<file path="src/rtl/sensor_reading_band_statistics_assert.svh">
// Assertion macros shared by the sensor band statistics RTL.
// Holds no logic; it depends on nothing else.
`ifndef SENSOR_READING_BAND_STATISTICS_ASSERT_SVH
`define SENSOR_READING_BAND_STATISTICS_ASSERT_SVH

// The condition must hold in the same cycle as the trigger.
`define SRBS_ASSERT_IMP(lbl, clk, rst_n, ante, cons) \
    lbl: assert property (@(posedge clk) disable iff (!rst_n) (ante) |-> (cons)) \
        else $error("srbs assertion failed");

// The condition must hold in the cycle after the trigger.
`define SRBS_ASSERT_NXT(lbl, clk, rst_n, ante, cons) \
    lbl: assert property (@(posedge clk) disable iff (!rst_n) (ante) |=> (cons)) \
        else $error("srbs assertion failed");

`endif

</file>
<file path="src/rtl/srbs_pkg.sv">
// Types and constants shared by the sensor band statistics modules.
// Depends on nothing; every other RTL module imports it.
`default_nettype none

package srbs_pkg;

    localparam int unsigned LIMIT_W = 15;
    localparam int unsigned CNT_W   = 11;
    localparam int unsigned POS_W   = 10;
    localparam int unsigned SUM_W   = 25;

    // Restoring division takes one quotient bit per cycle.
    localparam int unsigned DIV_STEPS = SUM_W;
    localparam int unsigned STEP_W    = 5;

    // Register indexes on the APB port.
    localparam logic [1:0] REG_NORMAL   = 2'd0;
    localparam logic [1:0] REG_WARNING  = 2'd1;
    localparam logic [1:0] REG_CRITICAL = 2'd2;
    localparam logic [1:0] REG_ALARM    = 2'd3;

    // Register reset values, in 1/16 degree units.
    localparam logic [LIMIT_W-1:0] NORMAL_RESET   = 15'd464;
    localparam logic [LIMIT_W-1:0] WARNING_RESET  = 15'd704;
    localparam logic [LIMIT_W-1:0] CRITICAL_RESET = 15'd944;
    localparam logic [LIMIT_W-1:0] ALARM_RESET    = 15'd720;

    typedef struct packed {
        logic [LIMIT_W-1:0] normal_limit;
        logic [LIMIT_W-1:0] warning_limit;
        logic [LIMIT_W-1:0] critical_limit;
        logic [LIMIT_W-1:0] alarm_threshold;
    } t_cfg;

    typedef struct packed {
        logic accept;
        logic div_init;
        logic div_step;
        logic load;
    } t_dp_cmd;

    typedef struct packed {
        logic out_free;
    } t_dp_sts;

endpackage

`default_nettype wire

</file>
<file path="src/rtl/srbs_regs.sv">
// APB register file holding the band limits and the alarm threshold.
// Depends on srbs_pkg for the register indexes and reset values.
`default_nettype none

module srbs_regs import srbs_pkg::*; (
    input  wire logic        i_clk,
    input  wire logic        i_rst_n,
    input  wire logic        psel,
    input  wire logic        penable,
    input  wire logic        pwrite,
    input  wire logic [3:0]  paddr,
    input  wire logic [31:0] pwdata,
    output logic      [31:0] prdata,
    output logic             pready,
    output t_cfg             o_cfg
);

    t_cfg             r_cfg;
    logic [1:0]       reg_idx;
    logic             wr_en;
    logic [LIMIT_W-1:0] rd_val;

    assign reg_idx = paddr[3:2];
    assign wr_en   = psel && penable && pwrite;
    assign pready  = 1'b1;

    always_ff @(posedge i_clk) begin
        if (!i_rst_n) begin
            r_cfg.normal_limit    <= NORMAL_RESET;
            r_cfg.warning_limit   <= WARNING_RESET;
            r_cfg.critical_limit  <= CRITICAL_RESET;
            r_cfg.alarm_threshold <= ALARM_RESET;
        end else if (wr_en) begin
            unique case (reg_idx)
                REG_NORMAL:   r_cfg.normal_limit    <= pwdata[LIMIT_W-1:0];
                REG_WARNING:  r_cfg.warning_limit   <= pwdata[LIMIT_W-1:0];
                REG_CRITICAL: r_cfg.critical_limit  <= pwdata[LIMIT_W-1:0];
                REG_ALARM:    r_cfg.alarm_threshold <= pwdata[LIMIT_W-1:0];
                default:      r_cfg <= r_cfg;
            endcase
        end
    end

    always_comb begin
        unique case (reg_idx)
            REG_NORMAL:   rd_val = r_cfg.normal_limit;
            REG_WARNING:  rd_val = r_cfg.warning_limit;
            REG_CRITICAL: rd_val = r_cfg.critical_limit;
            REG_ALARM:    rd_val = r_cfg.alarm_threshold;
            default:      rd_val = '0;
        endcase
    end

    assign prdata = {{(32-LIMIT_W){1'b0}}, rd_val};
    assign o_cfg  = r_cfg;

endmodule

`default_nettype wire

</file>
<file path="src/rtl/srbs_ctrl.sv">
// Controller: sequences accumulation, the average division and the result load.
// Depends on srbs_pkg for the command and status types.
`default_nettype none
`include "sensor_reading_band_statistics_assert.svh"

module srbs_ctrl import srbs_pkg::*; (
    input  wire logic i_clk,
    input  wire logic i_rst_n,
    input  wire logic i_valid,
    input  wire logic i_last,
    output logic      o_ready,
    input  t_dp_sts   i_sts,
    output t_dp_cmd   o_cmd
);

    localparam logic [1:0] ST_RUN  = 2'd0;
    localparam logic [1:0] ST_INIT = 2'd1;
    localparam logic [1:0] ST_DIV  = 2'd2;
    localparam logic [1:0] ST_LOAD = 2'd3;

    localparam logic [STEP_W-1:0] LAST_STEP = STEP_W'(DIV_STEPS - 1);

    logic [1:0]        r_state, n_state;
    logic [STEP_W-1:0] r_step, n_step;

    always_comb begin
        n_state      = r_state;
        n_step       = r_step;
        o_cmd        = '0;
        o_ready      = 1'b0;
        unique case (r_state)
            ST_RUN: begin
                o_ready      = 1'b1;
                o_cmd.accept = i_valid;
                if (i_valid && i_last) begin
                    n_state = ST_INIT;
                end
            end
            ST_INIT: begin
                o_cmd.div_init = 1'b1;
                n_step         = '0;
                n_state        = ST_DIV;
            end
            ST_DIV: begin
                o_cmd.div_step = 1'b1;
                n_step         = r_step + 1'b1;
                if (r_step == LAST_STEP) begin
                    n_state = ST_LOAD;
                end
            end
            ST_LOAD: begin
                if (i_sts.out_free) begin
                    o_cmd.load = 1'b1;
                    n_state    = ST_RUN;
                end
            end
            default: n_state = ST_RUN;
        endcase
    end

    always_ff @(posedge i_clk) begin
        if (!i_rst_n) begin
            r_state <= ST_RUN;
            r_step  <= '0;
        end else begin
            r_state <= n_state;
            r_step  <= n_step;
        end
    end

    `SRBS_ASSERT_NXT(a_last_starts_div, i_clk, i_rst_n, i_valid && o_ready && i_last, r_state == ST_INIT)
    `SRBS_ASSERT_IMP(a_step_in_range, i_clk, i_rst_n, r_state == ST_DIV, r_step <= LAST_STEP)
    `SRBS_ASSERT_IMP(a_load_when_free, i_clk, i_rst_n, o_cmd.load, i_sts.out_free)

endmodule

`default_nettype wire

</file>
<file path="src/rtl/srbs_dp.sv">
// Datapath: running statistics, bit-serial average divider and result register.
// Depends on srbs_pkg for widths, the config struct and the command types.
`default_nettype none
`include "sensor_reading_band_statistics_assert.svh"

module srbs_dp import srbs_pkg::*; #(
    parameter int unsigned CNT_CAP = 1024,
    parameter int unsigned POS_CAP = 1023
) (
    input  wire logic               i_clk,
    input  wire logic               i_rst_n,
    input  t_cfg                    i_cfg,
    input  t_dp_cmd                 i_cmd,
    output t_dp_sts                 o_sts,
    input  wire logic        [15:0] i_reading,
    output logic                    o_valid,
    input  wire logic               i_ready,
    output logic [LIMIT_W-1:0]      o_min_reading,
    output logic [LIMIT_W-1:0]      o_max_reading,
    output logic [LIMIT_W-1:0]      o_avg_reading,
    output logic [CNT_W-1:0]        o_valid_count,
    output logic [CNT_W-1:0]        o_skipped_count,
    output logic [CNT_W-1:0]        o_normal_count,
    output logic [CNT_W-1:0]        o_warning_count,
    output logic [CNT_W-1:0]        o_critical_count,
    output logic [CNT_W-1:0]        o_shutdown_count,
    output logic [POS_W-1:0]        o_first_alarm_index,
    output logic                    o_alarm_seen,
    output logic                    o_batch_empty
);

    localparam logic [CNT_W-1:0] CAP  = CNT_W'(CNT_CAP);
    localparam logic [POS_W-1:0] PCAP = POS_W'(POS_CAP);

    function automatic logic [CNT_W-1:0] sat_inc(input logic [CNT_W-1:0] v);
        return (v >= CAP) ? CAP : v + 1'b1;
    endfunction

    // Running state of the current batch.
    logic [LIMIT_W-1:0] r_min, r_max;
    logic [SUM_W-1:0]   r_sum;
    logic [CNT_W-1:0]   r_valid_total, r_skipped_total;
    logic [CNT_W-1:0]   r_band [4];
    logic [POS_W-1:0]   r_pos, r_alarm_idx;
    logic               r_alarm_flag;

    // Divider state: dividend shifts out as the quotient shifts in.
    logic [SUM_W-1:0]   r_div_num;
    logic [CNT_W-1:0]   r_div_rem;

    // Result register.
    logic               r_out_valid;
    logic [LIMIT_W-1:0] r_o_min, r_o_max, r_o_avg;
    logic [CNT_W-1:0]   r_o_valid, r_o_skipped;
    logic [CNT_W-1:0]   r_o_band [4];
    logic [POS_W-1:0]   r_o_alarm_idx;
    logic               r_o_alarm, r_o_empty;

    logic               rd_ok;
    logic [LIMIT_W-1:0] rd_val;
    logic               first_valid;
    logic [SUM_W:0]     sum_wide;
    logic [1:0]         band_sel;
    logic [CNT_W:0]     rem_sh;
    logic               rem_ge;
    logic [CNT_W-1:0]   rem_next;
    logic               batch_empty;
    logic [LIMIT_W-1:0] avg_val;

    assign rd_ok       = !i_reading[15];
    assign rd_val      = i_reading[LIMIT_W-1:0];
    assign first_valid = (r_valid_total == '0);
    assign sum_wide    = {1'b0, r_sum} + (SUM_W+1)'(rd_val);

    always_comb begin
        if (rd_val <= i_cfg.normal_limit) begin
            band_sel = 2'd0;
        end else if (rd_val <= i_cfg.warning_limit) begin
            band_sel = 2'd1;
        end else if (rd_val <= i_cfg.critical_limit) begin
            band_sel = 2'd2;
        end else begin
            band_sel = 2'd3;
        end
    end

    // One restoring division step.
    assign rem_sh   = {r_div_rem, r_div_num[SUM_W-1]};
    assign rem_ge   = (rem_sh >= {1'b0, r_valid_total});
    assign rem_next = rem_ge ? CNT_W'(rem_sh - {1'b0, r_valid_total}) : rem_sh[CNT_W-1:0];

    assign batch_empty = first_valid;
    assign avg_val     = (|r_div_num[SUM_W-1:LIMIT_W]) ? '1 : r_div_num[LIMIT_W-1:0];

    always_ff @(posedge i_clk) begin
        if (!i_rst_n || i_cmd.load) begin
            r_min           <= '0;
            r_max           <= '0;
            r_sum           <= '0;
            r_valid_total   <= '0;
            r_skipped_total <= '0;
            r_pos           <= '0;
            r_alarm_idx     <= '0;
            r_alarm_flag    <= 1'b0;
            for (int b = 0; b < 4; b++) begin
                r_band[b] <= '0;
            end
        end else if (i_cmd.accept) begin
            if (!rd_ok) begin
                r_skipped_total <= sat_inc(r_skipped_total);
            end else begin
                if (first_valid || rd_val < r_min) begin
                    r_min <= rd_val;
                end
                if (first_valid || rd_val > r_max) begin
                    r_max <= rd_val;
                end
                if (r_valid_total < CAP) begin
                    r_sum <= sum_wide[SUM_W] ? '1 : sum_wide[SUM_W-1:0];
                end
                r_valid_total    <= sat_inc(r_valid_total);
                r_band[band_sel] <= sat_inc(r_band[band_sel]);
                if (rd_val >= i_cfg.alarm_threshold && !r_alarm_flag) begin
                    r_alarm_flag <= 1'b1;
                    r_alarm_idx  <= r_pos;
                end
            end
            if (r_pos < PCAP) begin
                r_pos <= r_pos + 1'b1;
            end
        end
    end

    always_ff @(posedge i_clk) begin
        if (i_cmd.div_init) begin
            r_div_num <= r_sum;
            r_div_rem <= '0;
        end else if (i_cmd.div_step) begin
            r_div_num <= {r_div_num[SUM_W-2:0], rem_ge};
            r_div_rem <= rem_next;
        end
    end

    always_ff @(posedge i_clk) begin
        if (!i_rst_n) begin
            r_out_valid <= 1'b0;
        end else if (i_cmd.load) begin
            r_out_valid <= 1'b1;
        end else if (i_ready) begin
            r_out_valid <= 1'b0;
        end
    end

    always_ff @(posedge i_clk) begin
        if (i_cmd.load) begin
            r_o_min       <= batch_empty ? '0 : r_min;
            r_o_max       <= batch_empty ? '0 : r_max;
            r_o_avg       <= batch_empty ? '0 : avg_val;
            r_o_valid     <= r_valid_total;
            r_o_skipped   <= r_skipped_total;
            r_o_alarm_idx <= r_alarm_flag ? r_alarm_idx : '0;
            r_o_alarm     <= r_alarm_flag;
            r_o_empty     <= batch_empty;
            for (int b = 0; b < 4; b++) begin
                r_o_band[b] <= r_band[b];
            end
        end
    end

    assign o_sts.out_free      = !r_out_valid || i_ready;
    assign o_valid             = r_out_valid;
    assign o_min_reading       = r_o_min;
    assign o_max_reading       = r_o_max;
    assign o_avg_reading       = r_o_avg;
    assign o_valid_count       = r_o_valid;
    assign o_skipped_count     = r_o_skipped;
    assign o_normal_count      = r_o_band[0];
    assign o_warning_count     = r_o_band[1];
    assign o_critical_count    = r_o_band[2];
    assign o_shutdown_count    = r_o_band[3];
    assign o_first_alarm_index = r_o_alarm_idx;
    assign o_alarm_seen        = r_o_alarm;
    assign o_batch_empty       = r_o_empty;

    `SRBS_ASSERT_IMP(a_empty_zero, i_clk, i_rst_n, o_valid && o_batch_empty, o_avg_reading == '0 && o_max_reading == '0)
    `SRBS_ASSERT_IMP(a_min_le_max, i_clk, i_rst_n, o_valid && !o_batch_empty, o_min_reading <= o_max_reading)
    `SRBS_ASSERT_NXT(a_load_sets_valid, i_clk, i_rst_n, i_cmd.load, r_out_valid)

endmodule

`default_nettype wire

</file>
<file path="src/rtl/sensor_reading_band_statistics.sv">
// Top level of the sensor band statistics block; uses srbs_pkg, srbs_regs, srbs_ctrl, srbs_dp.
// Throughput: one reading per cycle within a batch; after the last reading o_ready stays low
// while the bit-serial divider is set up and produces 25 quotient bits, and while the summary loads.
// The summary is valid once it is loaded into the output register; the load waits while the
// previous summary is still waiting there.
// Reset (synchronous, active low) clears all batch state and loads the register defaults.
`default_nettype none

module sensor_reading_band_statistics import srbs_pkg::*; #(
    parameter int unsigned MAX_READINGS = 1024
) (
    input  wire logic               i_clk,
    input  wire logic               i_rst_n,
    // Reading channel.
    input  wire logic               i_valid,
    output logic                    o_ready,
    input  wire logic signed [15:0] i_reading,
    input  wire logic               i_last,
    // Summary channel.
    output logic                    o_valid,
    input  wire logic               i_ready,
    output logic [LIMIT_W-1:0]      o_min_reading,
    output logic [LIMIT_W-1:0]      o_max_reading,
    output logic [LIMIT_W-1:0]      o_avg_reading,
    output logic [CNT_W-1:0]        o_valid_count,
    output logic [CNT_W-1:0]        o_skipped_count,
    output logic [CNT_W-1:0]        o_normal_count,
    output logic [CNT_W-1:0]        o_warning_count,
    output logic [CNT_W-1:0]        o_critical_count,
    output logic [CNT_W-1:0]        o_shutdown_count,
    output logic [POS_W-1:0]        o_first_alarm_index,
    output logic                    o_alarm_seen,
    output logic                    o_batch_empty,
    // Configuration port.
    input  wire logic               psel,
    input  wire logic               penable,
    input  wire logic               pwrite,
    input  wire logic [3:0]         paddr,
    input  wire logic [31:0]        pwdata,
    output logic      [31:0]        prdata,
    output logic                    pready
);

    // Every count saturates at MAX_READINGS, but never beyond what an 11-bit field holds.
    // The batch position stops at MAX_READINGS - 1, or at the last index 10 bits can report.
    localparam int unsigned CNT_CAP = (MAX_READINGS > 2047) ? 2047 : MAX_READINGS;
    localparam int unsigned POS_CAP = (MAX_READINGS - 1 > 1023) ? 1023 : MAX_READINGS - 1;

    t_cfg    cfg;
    t_dp_cmd cmd;
    t_dp_sts sts;

    // The user must change limits only while idle (unenforced); they feed the datapath directly.
    srbs_regs u_regs (
        .i_clk   (i_clk),
        .i_rst_n (i_rst_n),
        .psel    (psel),
        .penable (penable),
        .pwrite  (pwrite),
        .paddr   (paddr),
        .pwdata  (pwdata),
        .prdata  (prdata),
        .pready  (pready),
        .o_cfg   (cfg)
    );

    // The controller takes a reading every cycle until the last one of a batch arrives,
    // then steps the divider and moves the finished summary into the output register.
    srbs_ctrl u_ctrl (
        .i_clk   (i_clk),
        .i_rst_n (i_rst_n),
        .i_valid (i_valid),
        .i_last  (i_last),
        .o_ready (o_ready),
        .i_sts   (sts),
        .o_cmd   (cmd)
    );

    // The output register lets a new batch start streaming while the previous summary
    // still waits for its transfer.
    srbs_dp #(
        .CNT_CAP (CNT_CAP),
        .POS_CAP (POS_CAP)
    ) u_dp (
        .i_clk               (i_clk),
        .i_rst_n             (i_rst_n),
        .i_cfg               (cfg),
        .i_cmd               (cmd),
        .o_sts               (sts),
        .i_reading           (i_reading),
        .o_valid             (o_valid),
        .i_ready             (i_ready),
        .o_min_reading       (o_min_reading),
        .o_max_reading       (o_max_reading),
        .o_avg_reading       (o_avg_reading),
        .o_valid_count       (o_valid_count),
        .o_skipped_count     (o_skipped_count),
        .o_normal_count      (o_normal_count),
        .o_warning_count     (o_warning_count),
        .o_critical_count    (o_critical_count),
        .o_shutdown_count    (o_shutdown_count),
        .o_first_alarm_index (o_first_alarm_index),
        .o_alarm_seen        (o_alarm_seen),
        .o_batch_empty       (o_batch_empty)
    );

endmodule

`default_nettype wire

</file>
<file path="config.mk">
export PLATFORM = sky130hd
export DESIGN_NAME = sensor_reading_band_statistics
export DESIGN_NICKNAME = d
export VERILOG_FILES = /design/src/rtl/srbs_pkg.sv /design/src/rtl/srbs_regs.sv /design/src/rtl/srbs_ctrl.sv /design/src/rtl/srbs_dp.sv /design/src/rtl/sensor_reading_band_statistics.sv
export VERILOG_INCLUDE_DIRS = /design/src /design/src/rtl
export SDC_FILE = /design/constraint.sdc
export NUM_CORES = 1
export LEC_CHECK = 0
export ABC_AREA = 1
export BUFFER_PORTS_ARGS = -buffer_cell sky130_fd_sc_hd__buf_2
export CAP_MARGIN = 20
export CORE_UTILIZATION = 43
export DETAILED_ROUTE_END_ITERATION = 16
export HOLD_SLACK_MARGIN = 0.06
export SLEW_MARGIN = 5
export SYNTH_ARGS = -nofsm -noshare
export SYNTH_HDL_FRONTEND = slang
export SYNTH_HIERARCHICAL = 1
export SYNTH_SLANG_ARGS = --single-unit
</file>
<file path="constraint.sdc">
create_clock -name i_clk -period 5.3 [get_ports i_clk]
set_input_delay 0.265 -clock i_clk [delete_from_list [all_inputs] [get_ports i_clk]]
set_output_delay 0.265 -clock i_clk [all_outputs]
set_load 0.05 [all_outputs]
</file>
# [Yosys cells after proc, flatten, opt, wreduce, memory -nomap -nowiden]
# Memory sizes are Yosys's and may differ from the RTL's.
# Index checks and enable logic that the tools add are counted.
[totals] register_bits=281 ram_bits=88 in_bits=60 out_inout_bits=158 word_cells=124 mem_count=2
[op_classes] addsub=7 magnitude_cmp=12 eq_ne=10 n_mux=36 n_bitwise=1 reduce_logical=31
[memory_table] name="u_dp.r_band" depth=4 width=11 rd=5 rd_clocked_by_memory_dff=0 wr=4 line_no="srbs_dp.sv:43" text="logic [CNT_W-1:0] r_band [4];"
[memory_table] name="u_dp.r_o_band" depth=4 width=11 rd=4 rd_clocked_by_memory_dff=0 wr=4 line_no="srbs_dp.sv:55" text="logic [CNT_W-1:0] r_o_band [4];"
[ops] cell="two-way mux 25 bit" count=3
[ops] cell="one-hot mux 15 bit (4 select lines)" count=1
[ops] cell="two-way mux 11 bit" count=5
[ops] cell="<= comparator 15 bit" count=3
[ops] cell="adder 11 x 1 -> 11 bit, second input constant" count=3
[ops] cell=">= comparator 11 bit, second input constant" count=3
[ops] cell="adder 25 x 15 -> 26 bit" count=1
[ops] cell="two-way mux 1 bit" count=18
[ops] cell=">= comparator 15 bit" count=1
[ops] cell="greater-than comparator 15 bit" count=1
[ops] cell="< comparator 15 bit" count=1
[ops] cell="two-way mux 15 bit" count=1
[ops] cell="AND reduction 3 bit" count=5
[ops] cell="AND reduction 2 bit" count=7
[ops] cell=">= comparator 12 x 11 -> 1 bit" count=1
[ops] cell="two-way mux 2 bit" count=6
[ops] cell="logical NOT 11 bit" count=1
[ops] cell="< comparator 11 bit, second input constant" count=1
[ops] cell="OR reduction 11 bit" count=1
[ops] cell="subtractor 11 bit" count=1
[ops] cell="adder 10 x 1 -> 10 bit, second input constant" count=1
[ops] cell="< comparator 10 bit, second input constant" count=1
[ops] cell="one-hot mux 5 bit (2 select lines)" count=1
[ops] cell="OR reduction 10 bit" count=1
[ops] cell="13 further kinds" count=29

# [Depth between registers and ports, before layout]
# Gate-level depths: netlist (run 1).
[logic_depth] depth_word=9 mapped_depth=25

# [By module]
# The synthesis (run 1) kept the hierarchy.
[by_module_without_submodules] mod="srbs_dp" n_inst=1 cells_each=1678 area_each_um2=15222.1 seq_area_each_um2=7967.6
[by_module_without_submodules] mod="srbs_regs" n_inst=1 cells_each=439 area_each_um2=2871.5 seq_area_each_um2=1201.2
[by_module_without_submodules] mod="srbs_ctrl" n_inst=1 cells_each=63 area_each_um2=475.5 seq_area_each_um2=140.1

# [Worst setup path before layout (run 1)]
# OpenSTA, ideal clock, no wires.
[synth_path] path_kind="reg-to-reg" startpoint="reg u_dp.r_out_valid (netlist: u_dp/o_valid)" endpoint="mem u_dp.r_band[2][0], enable pin" arrival_time_ps=4727 required_ps=4973 setup_slack_ps=246 path_stages_with_launch=12 n_path_buf=1 period_less_slack_ps=5054 cell_sequence="dfxtp_1 -> nand2_1 -> nand2_1 -> inv_1 -> nor2_1 -> clkinv_1 -> nor2_1 -> inv_1 -> nor2_1 -> nand2_1 -> clkbuf_1 -> nand2_1"
[synth_lines] item="start: declaration" line_no="srbs_dp.sv:52" text="logic r_out_valid;"
[synth_lines] item="start signal: assignment" line_no="srbs_dp.sv:146" text="r_out_valid <= 1'b0;"
[synth_lines] item="start signal: assignment" line_no="srbs_dp.sv:148" text="r_out_valid <= 1'b1;"
[synth_lines] item="start signal: assignment" line_no="srbs_dp.sv:150" text="r_out_valid <= 1'b0;"
[synth_lines] item="end: declaration" line_no="srbs_dp.sv:43"

==> out/metrics.yaml, run 1 <==
sta:
  setup_viol: 0
  period_share_pct: 70.6
  hold_violations: 0
  maxSlewViolCount: 0
  holdWs_ns: 0.102
  timing.fmax_mhz: 267
  relSlewSlack_pct: 33.4
  period_needed_ns: 3.74
  finalClockSkew_ns: 0.0182
  tightestPinTransition_ns: 0.998
  rsz0062_at_grt: "false"
  tns_ns: 0
yosys:
  ys_warn_count: 6
  syn_inst: 2180
  ys_seq_area_share_pct: 50.1
  async_flop_share_pct: 0
  synth_edf_count: 192
  ys_ff_latch: 369
  yosys_most_used_dff: "edfxtp_1"
  syn_area_sq_um: 18600
  syn-mean-instance-area_sq_um: 8.52
  synth.distinct_cells: 56
clock_network:
  clk_pin_slew_ns: 0.06
  cts_sinks: 369
  cts.htree.levels: 2
  cts_tree: "built"
  cts_root_buffer: "clkbuf_16"
  clockBufferDepth: 3
  numCtsBuffers: 42
  clock_latency_ns: 0.57
  post_cts_resized: 0
final_layout:
  antennaDiodeCount: 0
  syn2layout_area_growth_pct: 15.2
  design_area_sq_um: 21400
  drive_gt1_share_pct: 12.9
  fill_cells: 4029
  postLayoutCoreUtil_pct: 50.7
  layout.nets: 2552
detailed_routing:
  vias_per_cell: 5.05
  wirelength_mm: 46.2
  drcViolationCount: 0
  postRouteAntennaNets: 0
  initialDrtViolationCount: 864
  vias: 14800
  dr.pass1.iters: 5
  wl_per_cell_um: 15.7
die:
  die_width_um: 210
  io_pins: 218
  row_count: 75
  dieHeight_um: 210
  core_sq_um: 42200
  start_util_pct: 44.0
  fp.dieArea_sq_um: 44000
power:
  power_mw: 8.98
  p_leak_nw: 9.25
  peakVddDrop_mv: 0.243
  pwr_density_cell_nw_per_um2: 420
global_routing:
  grt_max_degree: 77
  antenna_found_initial: 0
  first_global_vias: 13900
  grt_first_pass_wirelength_mm: 73.0
  overflow: 0
  grt_usage_pct: 20.9
run_status:
  status: "finished, final reports clean"
placement:
  placed_area_sq_um: 19900
  hpwlAfterDp_mm: 32.1
  gp_congestion: 0.860
  port_buffers: 180
worst_hold_path:
  hp-class: "input port to register"
  hold_depth: 5
  hold_end: "u_regs/o_cfg[15]$_SDFFE_PN0P_"
  min_from: "pwdata[0]"
worst_setup_path:
  endpoint_kind: "register"
  worst-r2r-setup-slack_ns: 1.56
  worstRegToRegCells: 14
  required_ns: 5.50
  path_max_fanout: 16
  cp.arrival_ns: 3.94
  crit_path_start_kind: "register"
  timing.rr.start: "u_regs/o_cfg[55]$_SDFFE_PN0P_"
  worstSetupPathType: "register to register"
  r2r_end: "u_dp/r_band[2][1]$_SDFFCE_PN0P_"
flow_run:
  maxCapViolCount: 0
[cell families (layout without fill, tap and decap cells)]
group	count (synthesis)	after routing	share of synthesized area, %
other	2	18	0.0404
XOR/XNOR	27	27	1.27
adder cells (fa/ha/maj)	130	130	8.84
flip-flops	369	369	50.1
AO/OA/AOI/OAI	340	340	9.99
AND/OR/NAND/NOR	907	907	20.9
buffers and inverters	405	604	8.85
[timing repair]
action | in CTS | in global routing
buffers inserted | 0 | 0
hold buffers | 12 | 0
hold endpoints to repair | 32 | 0
[sequential cells by signal, summed over array words and instances (netlist names), 10 cells and up]
register,cells
u_regs/o_cfg,60
u_dp/r_band,44
u_dp/r_o_band,44
u_dp/r_div_num,25
u_dp/r_sum,25
u_dp/o_avg_reading,15
u_dp/o_max_reading,15
u_dp/o_min_reading,15
u_dp/r_max,15
u_dp/r_min,15
u_dp/o_skipped_count,11
u_dp/o_valid_count,11
u_dp/r_div_rem,11
u_dp/r_skipped_total,11
u_dp/r_valid_total,11
u_dp/o_first_alarm_index,10
u_dp/r_alarm_idx,10
u_dp/r_pos,10
[routing by layer]
layer | wire length [um] | global-route usage [%]
met5 | 0 | 0
met4 | 787 | 5.03
met3 | 2580 | 3.05
met2 | 21300 | 34.2
met1 | 21500 | 29.2
[final cells by class]
cell class / instances / area [sq um] / share of cell area [%]
multi-input combinational: 1422 / 7700 / 36.0
timing repair buffer: 207 / 1140 / 5.33
clock inverter: 17 / 233 / 1.09
sequential: 369 / 9310 / 43.5
tap: 539 / 674 / 3.15
clock buffer: 60 / 1130 / 5.28
inverter: 320 / 1200 / 5.63
[report_power, final]
part | total [mW] | switching (mW) | leakage, nW | internal [mW]
Clock | 2.85 | 1.16 | 0.657 | 1.69
Sequential | 3.74 | 0.201 | 3.28 | 3.54
Combinational | 2.39 | 1.73 | 5.31 | 0.662
Total | 8.98 | 3.09 | 9.25 | 5.89
[through the flow]
step	worst slack [ns]	instances
6_report	1.56	2934
5_1_grt	1.25	2934
4_1_cts	1.52	2933
3_5_place_dp	1.43	2844
3_3_place_gp	1.43	2844
2_1_floorplan	0.246	2196
[cells in the mapped netlist, types with 4 or more instances]
| cell type | number | area [sq um] |
|---|---|---|
| o22ai_1 | 4 | 25.0 |
| nand3b_1 | 6 | 45.0 |
| ha_1 | 128 | 1600 |
| clkinv_1 | 5 | 18.8 |
| a211oi_1 | 5 | 37.5 |
| buf_4 | 26 | 195 |
| nand2_1 | 462 | 1730 |
| inv_1 | 303 | 1140 |
| o211ai_1 | 6 | 45.0 |
| nand2_2 | 4 | 25.0 |
| xnor2_1 | 15 | 131 |
| clkbuf_1 | 43 | 161 |
| buf_1 | 5 | 18.8 |
| nor3_1 | 22 | 110 |
| nor3b_1 | 6 | 45.0 |
| nand4_1 | 29 | 181 |
| xor2_1 | 12 | 105 |
| a31oi_1 | 15 | 93.8 |
| o21ai_1 | 5 | 25.0 |
| nand3_1 | 116 | 581 |
| nor2_1 | 221 | 830 |
| nor2_2 | 13 | 81.3 |
| inv_2 | 12 | 45.0 |
| nor4_1 | 6 | 37.5 |
| o21ai_0 | 133 | 666 |
| edfxtp_1 | 192 | 5770 |
| a221oi_1 | 5 | 43.8 |
| buf_2 | 9 | 45.0 |
| dfxtp_1 | 177 | 3540 |
| a21oi_1 | 144 | 721 |
[layout by cell type (no fill, tap or decap), types with 5 or more instances in the layout]
cell / n
nor3b_1: 6
buf_4: 14
clkbuf_16: 42
a21oi_1: 144
clkinv_1: 9
dfxtp_1: 177
nor4_1: 5
nor2_2: 15
nand3b_1: 6
xnor2_1: 15
inv_2: 12
nand2_1: 462
nor2_1: 218
o211ai_1: 6
nand4_1: 29
a31oi_1: 15
inv_1: 302
nand3_1: 116
nor3_1: 21
a221oi_1: 5
conb_1: 18
xor2_1: 12
dlygate4sd3_1: 12
clkbuf_1: 17
edfxtp_1: 192
ha_1: 128
o21ai_0: 133
o21ai_1: 5
a211oi_1: 5
buf_2: 180
[worst max path at each step]
stage,endpoint,slack [ns],depth (start not counted),from
2_1_floorplan,u_dp/r_band[2][0]$_SDFFCE_PN0P_,0.25,11,u_dp/o_valid$_SDFFE_PN0P_
6_report,u_dp/r_band[2][1]$_SDFFCE_PN0P_,1.56,14,u_regs/o_cfg[55]$_SDFFE_PN0P_
3_3_place_gp,u_dp/r_band[2][1]$_SDFFCE_PN0P_,1.43,14,i_reading[10]
4_1_cts,u_dp/r_band[2][5]$_SDFFCE_PN0P_,1.52,14,u_regs/o_cfg[55]$_SDFFE_PN0P_
5_1_grt,u_dp/r_band[2][8]$_SDFFCE_PN0P_,1.25,14,u_regs/o_cfg[51]$_SDFFE_PN1P_
3_5_place_dp,u_dp/r_band[2][1]$_SDFFCE_PN0P_,1.43,14,i_reading[10]
[critical path: stages (launching register included)]
cell and delay, ns:
dfxtp_1 0.35, inv_1 0.05, ha_1 0.28, nand2_1 0.06
inv_2 0.05, nand3_1 0.11, nor3_1 0.20, nand2_1 0.09
nand2_1 0.06, nand2_1 0.08, inv_2 0.30, nand2_1 0.45
inv_2 0.36, nand2_1 0.36, nand2_1 0.57
Power figures use the tool's default switching activity.
==> run 2: changes to the inputs <==
- clock period: 5.3 -> 3.8 ns (I/O delays scaled with it)
==> out/metrics.yaml, run 2 (synthesized netlist as in run 1, its figures left out) <==
final_layout:
  postLayoutCoreUtil_pct: 51.4  # +0.75 points
  final_cell_mix: "nand2_1, inv_1, nor2_1"
  drive_gt1_share_pct: 14.2  # +1.4 points
  final_common_cell: "nand2_1"
  antennaDiodeCount: 0  # unchanged
  layout.nets: 2580  # +1.1%
  fill_cells: 4045  # +0.40%
  largest_reg_flops: 60  # unchanged
  syn2layout_area_growth_pct: 16.9
detailed_routing:
  vias_per_cell: 5.05  # about the same
  dr.pass1.iters: 6  # +1
  wl_per_cell_um: 15.7  # -0.28%
  wirelength_mm: 46.5  # +0.63%
  vias: 15000  # +0.97%
  drcViolationCount: 0  # unchanged
  initialDrtViolationCount: 973  # +13%
  postRouteAntennaNets: 0  # unchanged
worst_setup_path:
  endpoint_kind: "register"
  worstRegToRegCells: 22  # +8
  path_max_fanout: 24  # +8
  cp.arrival_ns: 3.72  # -0.22 ns
  crit_path_start_kind: "register"
  required_ns: 4.11  # -1.39 ns
  worstSetupPathType: "register to register"
sta:
  period_share_pct: 89.7  # +19 points
  tns_ns: 0  # unchanged
  rsz0062_at_grt: "false"
  relSlewSlack_pct: 37.0  # +3.6 points
  finalClockSkew_ns: 0.0120  # -0.00618 ns
  tightestPinTransition_ns: 0.944  # -0.0540 ns
  fin_ws_ns: 0.390  # -1.17 ns
  maxSlewViolCount: 0  # unchanged
  hold_violations: 0  # unchanged
  period_needed_ns: 3.41  # -0.330 ns
  setup_viol: 0  # unchanged
  timing.fmax_mhz: 293  # +9.7%
die:
  die_width_um: 210  # unchanged
  row_count: 75  # unchanged
  core_sq_um: 42200  # unchanged
  start_util_pct: 44.0  # unchanged
  dieHeight_um: 210  # unchanged
  fp.dieArea_sq_um: 44000  # unchanged
  io_pins: 218  # unchanged
global_routing:
  grt_max_degree: 71  # -7.8%
  grt_usage_pct: 21.1  # +0.23 points
  grt_first_pass_wirelength_mm: 73.9  # +1.3%
  overflow: 0  # unchanged
  antenna_found_initial: 0  # unchanged
  first_global_vias: 14100  # +1.8%
clock_network:
  clock_latency_ns: 0.56  # about the same
  cts_sinks: 369  # unchanged
  cts.htree.levels: 2  # unchanged
  clk_pin_slew_ns: 0.06  # about the same
  numCtsBuffers: 40  # -4.8%
  clockBufferDepth: 3  # unchanged
  cts-hold-fix-buffers: 19  # +7
  cts_setup_buffers: 0  # unchanged
  post_cts_resized: 0  # unchanged
  cts_tree: "built"
  cts_root_buffer: "clkbuf_16"
flow_run:
  maxCapViolCount: 0  # unchanged
power:
  pwr_density_cell_nw_per_um2: 579  # +38%
  power_mw: 12.6  # +40%
  p_leak_nw: 9.40  # +1.6%
  peakVddDrop_mv: 0.268  # +10%
placement:
  pre_cts_slack_ns: 0.377  # -1.05 ns
  port_buffers: 180  # unchanged
  gp_congestion: 0.872  # +1.4%
  hpwlAfterDp_mm: 33.2  # +3.6%
worst_hold_path:
  hp-class: "input port to register"
  hold_depth: 4  # -1
run_status:
  status: "finished, final reports clean"
==> run 2: cell count changes in the layout (fill, tap and decap cells not counted), moves of 2 or more <==
cell / before / now
nor2_1: 218 / 216
buf_4: 14 / 37
dlygate4sd3_1: 12 / 19
clkbuf_1: 17 / 14
nand2_4: 3 / 6
dfxtp_2: 0 / 2
clkinv_1: 9 / 6
dfxtp_1: 177 / 174
nor2_4: 4 / 6
nand2_8: 0 / 2
nand2_1: 462 / 457
clkbuf_8: 1 / 6
==> run 2: final cells by class <==
| class | instances | area, sq um | share of cell area [%] |
|---|---|---|---|
| tap | 539 | 674 | 3.11 |
| inverter | 320 | 1210 | 5.57 |
| clock buffer | 61 | 1160 | 5.35 |
| sequential | 369 | 9320 | 42.9 |
| multi-input combinational | 1422 | 7780 | 35.8 |
| clock inverter | 13 | 171 | 0.790 |
| timing repair buffer | 237 | 1400 | 6.43 |
==> run 2: per-stage QoR <==
| stage | instance area, sq um | std cells | hold WS, ns |
|---|---|---|---|
| 6_report | 21700 | 2961 | 0.0911 |
| 4_1_cts | 21700 | 2960 | 0.0624 |
| 2_1_floorplan | 18800 | 2196 | 0.308 |
| 3_5_place_dp | 20200 | 2867 | 0.422 |
| 5_1_grt | 21700 | 2961 | 0.118 |
| 3_3_place_gp | 20200 | 2867 | 0.417 |
==> run 2: metal layers <==
layer	vias up	wire, um	global-route usage, %
met5	-	0	0
met4	0	985	6.27
met3	64	2720	3.40
met2	394	21600	34.7
met1	6929	21200	28.7
li1	7565	-	-
==> run 2: path summary, 6_finish.rpt <==
path | startpoint | endpoint | slack, ns
worst max register to register | u_regs/o_cfg[35]$_SDFFE_PN0P_ | u_dp/r_band[2][6]$_SDFFCE_PN0P_ | 0.39
worst min-delay path | i_reading[0] | u_dp/r_min[0]$_SDFFE_PP0P_ | 0.09
worst min register to register | u_dp/r_skipped_total[5]$_SDFFE_PP0P_ | u_dp/o_skipped_count[5]$_DFFE_PP_ | 0.44
worst max-delay path | u_regs/o_cfg[35]$_SDFFE_PN0P_ | u_dp/r_band[2][6]$_SDFFCE_PN0P_ | 0.39
==> run 2: worst max-delay path: stages (launching register included) <==
cell and delay [ns]:
dfxtp_1 0.37, inv_1 0.06, ha_1 0.27, nand2_1 0.07, nor2_1 0.19, nand2_1 0.07
nand2_1 0.11, nand2_1 0.12, a21oi_4 0.31, nand2_4 0.16, nand2_4 0.27, nand2_1 0.08
nand3_1 0.07, nand2_1 0.08, inv_2 0.07, ha_1 0.14, inv_1 0.06, nor2_2 0.13
nand2_2 0.10, nor2_4 0.14, nand2_1 0.06, nand3_1 0.16, nor2_1 0.06
==> run 2: where the power goes <==
group | internal [mW] | switching, mW | total [mW]
Combinational | 0.990 | 2.44 | 3.43
Sequential | 4.94 | 0.284 | 5.22
Clock | 2.33 | 1.59 | 3.92
Total | 8.26 | 4.32 | 12.6
==> run 3: changes to the inputs <==
- RECOVER_POWER: unset -> 100
==> out/metrics.yaml, run 3 (synthesized netlist as in run 1, its figures left out) <==
run_status:
  status: "complete, but fails checks"
  violations: "max-capacitance violations, max-slew violations"
final_layout:
  layout.nets: 2580  # unchanged
  drive_gt1_share_pct: 7.31  # -6.9 points
  antennaDiodeCount: 0  # unchanged
  multi_input_area_sq_um: 7660  # -1.6%
  fill_cells: 4153  # +2.7%
  regArea_sq_um: 9310  # about the same
  syn2layout_area_growth_pct: 15.0
  largest_reg_flops: 60  # unchanged
  fin_cells: 2961  # unchanged
  final_common_cell: "nand2_1"
  final_cell_mix: "nand2_1, inv_1, nor2_1"
detailed_routing:
  dr.pass1.iters: 5  # -1
  postRouteAntennaNets: 0  # unchanged
  vias: 15000  # +0.43%
  initialDrtViolationCount: 944  # -3.0%
  vias_per_cell: 5.07  # +0.43%
  drcViolationCount: 0  # unchanged
  wl_per_cell_um: 15.8  # +0.48%
  wirelength_mm: 46.7  # +0.48%
die:
  dieHeight_um: 210  # unchanged
  row_count: 75  # unchanged
  core_sq_um: 42200  # unchanged
  io_pins: 218  # unchanged
  die_width_um: 210  # unchanged
  fp.dieArea_sq_um: 44000  # unchanged
  start_util_pct: 44.0  # unchanged
sta:
  tns_ns: 0  # unchanged
  period_needed_ns: 3.46  # +0.0500 ns
  relSlewSlack_pct: -108  # -140 points
  finalClockSkew_ns: 0.0139  # +0.00192 ns
  tightestPinTransition_ns: 3.12  # +2.17 ns
  rsz0062_at_grt: "false"
  maxSlewViolCount: 245  # +245
  setup_viol: 0  # unchanged
  timing.fmax_mhz: 289  # -1.4%
  hold_violations: 0  # unchanged
  period_share_pct: 91.1  # +1.3 points
flow_run:
  maxCapViolCount: 5  # +5
worst_setup_path:
  crit_path_start_kind: "register"
  required_ns: 4.21  # +0.10 ns
  path_max_fanout: 24  # unchanged
  cp.arrival_ns: 3.87  # +0.15 ns
  endpoint_kind: "register"
  worstSetupPathType: "register to register"
power:
  peakVddDrop_mv: 0.268  # about the same
  p_leak_nw: 8.93  # -5.0%
  pwr_density_cell_nw_per_um2: 584  # +0.82%
  power_mw: 12.5  # -0.86%
clock_network:
  cts_tree: "built"
  clock_latency_ns: 0.56  # about the same
  numCtsBuffers: 40  # unchanged
  cts-hold-fix-buffers: 19  # unchanged
  cts_sinks: 369  # unchanged
  clk_pin_slew_ns: 0.06  # about the same
  post_cts_resized: 0  # unchanged
  cts.htree.levels: 2  # unchanged
  clockBufferDepth: 3  # unchanged
  cts_setup_buffers: 0  # unchanged
  cts_root_buffer: "clkbuf_16"
global_routing:
  overflow: 0  # unchanged
  grt_usage_pct: 21.1  # unchanged
  first_global_vias: 14100  # unchanged
  grt_max_degree: 71  # unchanged
  grt_first_pass_wirelength_mm: 73.9  # unchanged
  antenna_found_initial: 0  # unchanged
placement:
  port_buffers: 180  # unchanged
  gp_congestion: 0.872  # unchanged
  hpwlAfterDp_mm: 33.2  # unchanged
  dp.cells: 2867  # unchanged
worst_hold_path:
  hp-class: "input port to register"
==> run 3: routing by layer <==
layer,routed length (um),track usage (%)
met5,0,0
met4,1020,6.27
met3,2760,3.40
met2,21600,34.7
met1,21300,28.7
==> run 3: final timing paths <==
path	from	endpoint	slack, ns	depth (start not counted)
worst max-delay path	u_regs/o_cfg[35]$_SDFFE_PN0P_	u_dp/r_band[2][7]$_SDFFCE_PN0P_	0.34	16
worst min-delay path	i_reading[0]	u_dp/r_min[0]$_SDFFE_PP0P_	0.09	4
worst max register to register	u_regs/o_cfg[35]$_SDFFE_PN0P_	u_dp/r_band[2][7]$_SDFFCE_PN0P_	0.34	16
worst min register to register	u_dp/r_skipped_total[5]$_SDFFE_PP0P_	u_dp/o_skipped_count[5]$_DFFE_PP_	0.44	0
==> run 3: where the power goes <==
group | leakage [nW] | internal (mW) | total, mW | switching [mW]
logic | 4.99 | 0.896 | 3.31 | 2.42
registers | 3.28 | 4.94 | 5.23 | 0.286
clock network | 0.651 | 2.33 | 3.93 | 1.60
total | 8.93 | 8.17 | 12.5 | 4.30
==> run 3: cell type report <==
cell class | count | share of cell area, %
clock inverter | 13 | 0.803
sequential | 369 | 43.6
timing repair buffer | 237 | 5.44
multi-input combinational | 1422 | 35.9
inverter | 320 | 5.65
tap | 539 | 3.16
clock buffer | 61 | 5.44
==> run 3: critical path, stage by stage (launching register included) <==
cell	delay (ns)
dfxtp_1	0.38
inv_1	0.06
ha_1	0.27
nand2_1	0.07
nor2_1	0.19
nand2_1	0.07
nand2_1	0.11
nand2_1	0.12
a21oi_4	0.31
nand2_4	0.16
nand2_4	0.26
inv_1	0.13
o211ai_1	0.21
nand2_2	0.09
nor2_2	0.38
nand3_1	0.31
nor2_1	0.18
==> run 3: per-stage QoR <==
stage          hold WS (ns)  util, %  worst slack [ns]  instance area, sq um
6_report             0.0900     50.6             0.340                 21300
5_1_grt               0.115     50.6            0.0144                 21300
4_1_cts              0.0624     51.3             0.367                 21700
3_5_place_dp          0.422     47.7             0.377                 20200
3_3_place_gp          0.417     47.7             0.413                 20200
2_1_floorplan         0.308        -            -0.179                 18800
